[config.mk]
export PLATFORM = sky130hd
export DESIGN_NAME = wts_reg_mem
export DESIGN_NICKNAME = d
export VERILOG_FILES = /design/src/hw/rtl/wts_pkg.sv /design/src/hw/rtl/wts_reg_mem.sv
export SDC_FILE = /design/constraint.sdc
export NUM_CORES = 1
export LEC_CHECK = 0
export ABC_CLOCK_PERIOD_IN_PS = 6100
export BUFFER_PORTS_ARGS = -buffer_cell sky130_fd_sc_hd__buf_2
export CORE_MARGIN = 3
export CORE_UTILIZATION = 56
export CTS_BUF_LIST = sky130_fd_sc_hd__clkbuf_2
export CTS_CLUSTER_DIAMETER = 150
export DETAILED_ROUTE_END_ITERATION = 6
export GPL_ROUTABILITY_DRIVEN = 0
export HOLD_SLACK_MARGIN = 0.06
export PLACE_DENSITY = 0.81
export SLEW_MARGIN = 20
export SYNTH_ARGS = -nofsm -noshare
export SYNTH_HDL_FRONTEND = slang
export SYNTH_SLANG_ARGS = --single-unit
export TNS_END_PERCENT = 1
[constraint.sdc]
create_clock -name aclk -period 6.1 [get_ports aclk]
set_input_delay 1.83 -clock aclk [delete_from_list [all_inputs] [get_ports aclk]]
set_output_delay 1.83 -clock aclk [all_outputs]
set_load 0.1 [all_outputs]
[src/hw/rtl/wts_pkg.sv]
// Shared types, constants and decode functions for the wavetable track sampler.
// No dependencies; used by every module in hw/rtl.
package wts_pkg;

    localparam int TBL_DEPTH  = 2816;
    localparam int TBL_ADDR_W = 12;
    localparam int REG_ADDR_W = 8;

    // x / 1000 for any 32-bit x: (x * DIV_MAGIC) >> DIV_SHIFT
    localparam logic [31:0] DIV_MAGIC = 32'h1062_4DD3;
    localparam int          DIV_SHIFT = 38;

    localparam logic [31:0] LCG_MUL = 32'd214013;
    localparam logic [31:0] LCG_INC = 32'd2531011;

    localparam logic [7:0] CTRL_START_ONLY = 8'd24;
    localparam logic [7:0] CTRL_REG_SCALE  = 8'd113;

    typedef enum logic [1:0] {
        OP_SAMPLE    = 2'd0,
        OP_TBL_WRITE = 2'd1,
        OP_REG_WRITE = 2'd2,
        OP_SEED      = 2'd3
    } op_t;

    typedef enum logic [1:0] {
        WK_NONE   = 2'd0,
        WK_PLAIN  = 2'd1,
        WK_INTERP = 2'd2,
        WK_NOISE  = 2'd3
    } wave_kind_t;

    typedef struct packed {
        logic                  we;
        logic [TBL_ADDR_W-1:0] waddr;
        logic [7:0]            wdata;
        logic                  re;
        logic [TBL_ADDR_W-1:0] raddr0;
        logic [TBL_ADDR_W-1:0] raddr1;
    } tbl_req_t;

    typedef struct packed {
        logic                  we;
        logic [REG_ADDR_W-1:0] waddr;
        logic [31:0]           wdata;
        logic                  re;
        logic [REG_ADDR_W-1:0] raddr;
    } reg_req_t;

    function automatic wave_kind_t wave_kind(input logic [3:0] func);
        case (func)
            4'd1, 4'd2, 4'd3, 4'd4, 4'd5, 4'd8, 4'd9, 4'd15: wave_kind = WK_PLAIN;
            4'd7, 4'd10: wave_kind = WK_INTERP;
            4'd6:        wave_kind = WK_NOISE;
            default:     wave_kind = WK_NONE;
        endcase
    endfunction

    function automatic logic [TBL_ADDR_W-1:0] wave_base(input logic [3:0] func);
        case (func)
            4'd2:    wave_base = 12'd256;
            4'd3:    wave_base = 12'd768;
            4'd4:    wave_base = 12'd1024;
            4'd5:    wave_base = 12'd1280;
            4'd7:    wave_base = 12'd1536;
            4'd8:    wave_base = 12'd1792;
            4'd9:    wave_base = 12'd2048;
            4'd10:   wave_base = 12'd2304;
            4'd15:   wave_base = 12'd2560;
            default: wave_base = 12'd0;
        endcase
    endfunction

endpackage

[src/hw/rtl/wts_reg_mem.sv]
// Control register file: synchronous memory with per-entry valid bits so
// that unwritten entries read as zero after reset. Depends on wts_pkg.
module wts_reg_mem #(
    parameter int COUNT = 16
) (
    input  logic              aclk,
    input  logic              aresetn,
    input  wts_pkg::reg_req_t req,
    output logic [31:0]       rdata
);

    localparam int IDX_W = (COUNT > 1) ? $clog2(COUNT) : 1;

    logic [31:0]      mem [COUNT];
    logic [COUNT-1:0] valid_reg;
    logic [31:0]      rdata_reg;
    logic             rvalid_reg;

    always_ff @(posedge aclk) begin
        if (req.we) begin
            mem[req.waddr[IDX_W-1:0]] <= req.wdata;
        end
        if (req.re) begin
            rdata_reg <= mem[req.raddr[IDX_W-1:0]];
        end
    end

    always_ff @(posedge aclk) begin
        if (!aresetn) begin
            valid_reg  <= '0;
            rvalid_reg <= 1'b0;
        end else begin
            if (req.we) begin
                valid_reg[req.waddr[IDX_W-1:0]] <= 1'b1;
            end
            if (req.re) begin
                rvalid_reg <= valid_reg[req.raddr[IDX_W-1:0]];
            end
        end
    end

    assign rdata = rvalid_reg ? rdata_reg : 32'd0;

endmodule

==> After elaboration in Yosys (flattened, before gate mapping) <==
Memory sizes are Yosys's and may differ from the RTL's. A register that Yosys moved wholly into a read port is not among the register bits.
Cells that the tools add are included.
Widths: inputs -> output; s select.
{ "totals": {"in_bits": 52, "reg_bits": 17, "mem_bits_rw": 512, "n_memories": 1, "elab_cells": 15, "out_inout_bits": 32} }
{ "memory_table": {"columns": ["name", "depth", "word_bits", "rd", "rd_ports_with_merged_regs", "wr", "line", "rtl"], "rows": [
  ["mem", 16, 32, 1, 1, 1, "wts_reg_mem.sv:14", "logic [31:0] mem [COUNT];"]
]} }
{ "op_classes": {"bitwise_logic": 1, "muxes": 7, "reduce_logical": 1, "order_cmp": 3} }
{ "ops": {"columns": ["operator", "n"], "rows": [
  ["$mux 32", 1],
  ["$or 16x16->16", 1],
  ["$lt 4x5->1 const B", 2],
  ["$bmux 1 s4", 1],
  ["$demux 1 s4", 1],
  ["$ge 4x1->1 const B", 1],
  ["$mux 1", 4],
  ["$logic_and 1x1->1", 1]
]} }

==> Longest topological paths before layout <==
Gate-level depths: netlist of run 1.
{ "depth": {"word_depth": 5, "depth_mapped": 7, "ltp_nobuf": 4} }

==> Worst setup path after synthesis of run 1 <==
Ideal clock, no wire load.
{ "synth_path": {"path_kind": "in2reg", "start": "input port req[43] (netlist name)", "end": "memory mem[0][0] (enable)", "setup_slack_ps": 1112, "n_path_buf": 0, "arrival_ps": 4524, "stages": 2, "setup_time_ps": 464, "t_required_ps": 5636, "path_cell_list": "or3b_1 -> nor3_1"} }
{ "synth_rtl": {"columns": ["element", "line", "rtl"], "rows": [
  ["from (decl)", "wts_reg_mem.sv:8", "input wts_pkg::reg_req_t req,"],
  ["to (decl)", "wts_reg_mem.sv:14", null]
]} }
No word-level cell before the write port.

==> Worst setup path after layout of run 1 <==
{ "layout_path": {"start": "register rvalid_reg", "end": "output port rdata[6]"} }
{ "layout_between": {"elab_chain_cells": 1} }
{ "layout_rtl": {"columns": ["element", "line", "rtl"], "rows": [
  ["from (decl)", "wts_reg_mem.sv:17", "logic rvalid_reg;"],
  ["from (signal assigned)", "wts_reg_mem.sv:37", "rvalid_reg <= valid_reg[req.raddr[IDX_W-1:0]];"],
  ["$mux 32", "wts_reg_mem.sv:42", "assign rdata = rvalid_reg ? rdata_reg : 32'd0;"],
  ["to (decl)", "wts_reg_mem.sv:9", "output logic [31:0] rdata"]
]} }
No other way between the ends.

==> flow_metrics.tcl, run 1 <==
set metrics [dict create \
    min_path_type "flip-flop to flip-flop" \
    synth_compound_area_share_pct 0.729 \
    grt_antenna_before_repair 2 \
    drive_gt1_share_pct 42.3 \
    synth-edff-count 544 \
    first_iter_violations 1146 \
    clk_pin_slew_ns 0.09 \
    grt_max_degree 67 \
    p_per_area_mw_per_mm2 305 \
    rsz0062_at_grt "false" \
    drc 0 \
    period_needed_ns 4.52 \
    slew_headroom_pct 26.2 \
    hold_viol_final 0 \
    rr_startpoint "mem[11][9]" \
    crit_slowest_cell "dfxtp_1" \
    setup_tns_ns 0 \
    synthAdderAreaFrac_pct 0 \
    start_kind "flip-flop" \
    regToRegEndpoint "rdata_reg[9]" \
    synth_common_cells "edfxtp_1, mux4_2, and2_1" \
    yosysWarnings 0 \
    crit_start "rvalid_reg" \
    worst_slew_pin_slew_ns 1.10 \
    yosys.area.top_type_share_pct 77.4 \
    design_area_mm2 0.0234 \
    cts_tree "built" \
    clkLatencyLatePin_ns 1.02 \
    die_area_mm2 0.0401 \
    first_pass_iters 5 \
    dp_hpwl_um 22300 \
    hold_end "valid_reg[0]" \
    wl_per_cell_um 26.6 \
    post-place-ws_ns 1.74 \
    worstHoldStart "valid_reg[0]" \
    cts_num_sinks 561 \
    largest_register_ff_count 512 \
    crit_arrival_ns 2.69 \
    grt_pass1_wl_um 65000 \
    post_cts_buffers 0 \
    path_max_fanout 21 \
    required_ns 4.27 \
    postRouteWirelength_um 43400 \
    setup_ws_ns 1.58 \
    die_w_um 200 \
    holdPathStages 1 \
    path_cells "buf_4, and2_1, buf_2" \
    yosys.area_share.simple_pct 1.61 \
    clockRootBuffer "clkbuf_2" \
    vias_per_cell 5.98 \
    core_area_mm2 0.0369 \
    synth_top_family_by_area "multiplexers" \
    post-route-period-util_pct 74.1 \
    synth_seq_cells 561 \
    setup_violations 0 \
    syn_to_final_growth_pct 10.7 \
    synth.avg_cell_area_um2 24.8 \
    grt_usage_pct 22.2 \
    ff2ff_path_depth 2 \
    fmax_mhz 221 \
    numCtsBuffers 137 \
    maxCapViolCount 0 \
    ys_seq_area_share_pct 79.0 \
    maxSlewViolCount 0 \
    synth_fp_nets 903 \
    ctsResizeCount 0 \
    syn_inst 851 \
    fin_worst_skew_ns 0.0495 \
    ant_nets 0 \
    start_util_pct 57.2 \
    synth.most_common_cell "edfxtp_1" \
    cts_hold_buf 0 \
    cts_buffer_depth 3 \
    reg2reg_slack_ns 4.43 \
    place_area_mm2 0.0222 \
    p_leak_uw 0.00768 \
    synth_xor_area_share_pct 0 \
    grt_pass1_vias 10553 \
    worstSetupPathType "flip-flop to primary output" \
    nets 1101 \
    final_core_util_pct 63.4 \
    fp-row-count 70 \
    async_flop_share_pct 0 \
    ys_types 22 \
    synth.area.mux_share_pct 17.5 \
    cp-end-kind "primary output" \
    overflow 0 \
    synth_top_area_cell "edfxtp_1" \
    yosys_most_used_dff "edfxtp_1" \
    hold_ws_ns 0.471 \
    die_h_um 200 \
    netlist_area_mm2 0.0211 \
    portBuffers 75 \
    ios 84 \
    vdd_drop_max_mv 0.163 \
    num_vias 9773 \
    synth_area_leaders "edfxtp_1, mux4_2, dfxtp_1" \
    htree_levels 4 \
    cp_slowest_stage_delay_ns 0.56 \
    status "finished clean" \
]
==> logic make-up (layout without fill, tap and decap cells) <==
group           Yosys count  count (layout)
compound gates           20              20
buf+inv                  43             319
flops                   561             561
mux                     166             166
other cells               0               2
simple gates             61              61
==> how the worst max path moves through the flow <==
stage               endpoint  slack, ns  depth (start not counted)
3_3_place_gp   rdata_reg[28]       1.74                          4
5_1_grt             rdata[6]       1.34                          3
2_1_floorplan      mem[0][0]       1.11                          2
3_5_place_dp   rdata_reg[28]       1.74                          4
4_1_cts             rdata[6]       1.39                          3
6_report            rdata[6]       1.58                          3
==> cell type report <==
type                    instances  area [um^2]
flip-flops and latches        561        16700
fillers                      2375        13500
multi-input cells             247         4290
clock buffers                 181          906
well taps                     504          631
repair buffers                101          597
clock inverters                36          260
diodes                          2         5.00
inverters                       1         3.75
==> critical path, delay by kind of cell, from the launching register on <==
kind	cells	cell delay [ns]
buffers and inverters	2	0.86
AND/OR/NAND/NOR	1	0.28
flip-flops	1	0.56
==> routing by layer <==
metal / global-route usage (%) / wire (um) / part of all wire [%]
met4: 6.90 / 795 / 1.8
met1: 30.6 / 16800 / 39
met3: 5.90 / 3870 / 8.9
met5: 0 / 0 / 0
met2: 35.5 / 22000 / 51
==> where the power goes <==
| group | switching (uW) | internal [uW] | total, uW |
|---|---|---|---|
| Sequential | 24.7 | 4320 | 4340 |
| Clock | 1390 | 968 | 2360 |
| Combinational | 257 | 163 | 420 |
==> per-stage QoR <==
step | std cells | total power [uW]
after floorplan | 851 | 4710
after CTS | 1631 | 7190
after global placement | 1414 | 4840
final | 1633 | 7130
after global routing | 1632 | 7420
after detailed placement | 1414 | 4860
==> placed cells by master, fill, tap and decap left out <==
cell,synthesis,final
a221oi_1,2,2
a32oi_1,1,1
and2_1,32,32
buf_12,0,1
buf_2,9,72
buf_4,0,27
bufinv_16,0,4
clkbuf_2,0,181
clkbuf_8,0,1
clkinv_1,0,19
clkinv_2,0,4
clkinvlp_4,0,4
dfxtp_1,17,17
diode_2,0,2
edfxtp_1,544,544
inv_1,1,1
inv_2,0,5
mux2i_1,4,4
mux4_2,162,162
nand2_1,2,2
nand2b_1,2,2
nand3_1,2,2
nand3b_1,3,3
nor2_1,14,2
nor2_4,0,12
nor2b_1,1,1
nor3_2,0,4
o211ai_1,1,1
o21a_1,16,16
or3b_1,1,1
Note: power is estimated with default switching activity, not from simulation.
==> run 2: changes to the inputs <==
Settings changed: ABC_CLOCK_PERIOD_IN_PS 6100 to 3700, PLACE_DENSITY 0.81 to 0.84.
Clock period 6.1 ns to 3.7 ns, I/O delays scaled along.
==> run 2 against run 1 <==
  * Count of clock-buffer cells in the layout is 8 higher
  * Sequential power is 65% higher
  * Worst setup slack worse by 1.3 ns
  * Final area is 1.2% higher
  * Utilization is 0.76 points higher
  * Cell count is 1.3% higher
  * Die area stayed put
  * Via count is 2.7% higher
  * Critical path type unchanged
==> flow_metrics.tcl, run 2 (same netlist as run 1, synthesis figures left out) <==
set metrics [dict create \
    path_max_fanout 12 \
    wl_per_cell_um 26.2 \
    drive_gt1_share_pct 43.0 \
    grt_pass1_vias 10624 \
    setup_violations 0 \
    clk_pin_slew_ns 0.12 \
    ff2ff_path_depth 2 \
    die_area_mm2 0.0401 \
    portBuffers 75 \
    slew_headroom_pct 52.0 \
    regToRegEndpoint "rdata_reg[2]" \
    post-place-ws_ns 0.590 \
    grt_max_degree 40 \
    syn_to_final_growth_pct 12.1 \
    largest_register_ff_count 512 \
    ant_nets 0 \
    cts_num_sinks 561 \
    vdd_drop_max_mv 0.318 \
    layout.cells.non_filler 1655 \
    postRouteWirelength_um 43400 \
    fp-row-count 70 \
    crit_arrival_ns 2.34 \
    period_needed_ns 3.45 \
    cts_buffer_depth 3 \
    post_cts_buffers 0 \
    cts_tree "built" \
    maxSlewViolCount 0 \
    num_vias 10036 \
    htree_levels 4 \
    first_iter_violations 952 \
    grt_usage_pct 22.1 \
    fill_cells 2386 \
    hold_ws_ns 0.468 \
    status "finished clean" \
    dp_hpwl_um 23200 \
    rr_startpoint "mem[15][2]" \
    worst_slew_pin_slew_ns 0.721 \
    cts_hold_buf 0 \
    fin_worst_skew_ns 0.0531 \
    core_area_mm2 0.0369 \
    drc 0 \
    post-route-period-util_pct 93.4 \
    final_core_util_pct 64.1 \
    hold_viol_final 0 \
    worstSetupPathType "flip-flop to primary output" \
    grt_pass1_wl_um 65300 \
    min_path_type "primary input to flip-flop" \
    vias_per_cell 6.06 \
    fmax_mhz 289 \
    hold_end "mem[15][2]" \
    mostFrequentLayoutCell "edfxtp_1" \
    reg2reg_slack_ns 2.03 \
    start_util_pct 57.2 \
    required_ns 2.59 \
    maxCapViolCount 0 \
    cp-end-kind "primary output" \
    ios 84 \
    clkLatencyLatePin_ns 1.00 \
    die_w_um 200 \
    overflow 0 \
    clockRootBuffer "clkbuf_2" \
    totalPowerFinal_uw 11800 \
    grt_antenna_before_repair 5 \
    numCtsBuffers 133 \
    p_leak_uw 0.00782 \
    die_h_um 200 \
    p_per_area_mw_per_mm2 500 \
    rsz0062_at_grt "false" \
    layout_common_cells "edfxtp_1, clkbuf_2, mux4_2" \
    worstHoldStart "req[11]" \
    dp.cells 1426 \
    nets 1109 \
    setup_ws_ns 0.245 \
    first_pass_iters 5 \
    holdPathStages 1 \
    start_kind "flip-flop" \
]
## run 2: changes by cell type in the layout (fill, tap and decap cells not counted), sizes merged
cell | previous run | this run
inv | 6 | 5
clkbuf | 182 | 194
clkinv | 23 | 28
clkinvlp | 4 | 1
diode | 2 | 3
buf | 100 | 108
## run 2: metal layers
layer | routed length (um) | vias up | GRT usage, %
met5 | 9 | - | 0
li1 | - | 4144 | -
met1 | 17100 | 5282 | 31.0
met2 | 21600 | 518 | 34.1
met3 | 3690 | 90 | 6.06
met4 | 987 | 2 | 8.42
## run 2: repair_timing
action	CTS	global route
pin swaps	0	0
resized for setup	1	5
setup endpoints to repair	23	5
## run 2: worst max path at each step
stage / from / to / slack [ns]
2_1_floorplan: req[43] / mem[8][0] / -0.34
3_3_place_gp: req[0] / rdata_reg[11] / 0.59
3_5_place_dp: req[0] / rdata_reg[11] / 0.59
4_1_cts: rvalid_reg / rdata[9] / 0.02
5_1_grt: rvalid_reg / rdata[9] / 0.08
6_report: rvalid_reg / rdata[7] / 0.25
## run 2: worst max-delay path, stage by stage, from the launching register on
cell,delay (ns)
dfxtp_4,0.48
buf_4,0.23
and2_1,0.19
buf_2,0.44
## run 2: where the power goes
group | internal (uW) | total, uW | switching [uW]
Clock | 1640 | 3940 | 2300
Combinational | 287 | 715 | 428
Sequential | 7120 | 7160 | 42.1
## run 2: area by class of cell
| type | instances | area, um^2 | area share [%] |
|---|---|---|---|
| repair buffers | 113 | 832 | 3.52 |
| clock inverters | 37 | 253 | 1.07 |
| inverters | 1 | 3.75 | 0.0159 |
| clock buffers | 189 | 946 | 4.00 |
| flip-flops and latches | 561 | 16700 | 70.5 |
| multi-input cells | 247 | 4300 | 18.2 |
| well taps | 504 | 631 | 2.67 |
| diodes | 3 | 7.51 | 0.0317 |
## run 2: stage by stage
stage	setup TNS [ns]	area [um^2]
2_1_floorplan	-30.72	21100
3_3_place_gp	0	22400
3_5_place_dp	0	22400
4_1_cts	0	23600
5_1_grt	0	23700
6_report	0	23700
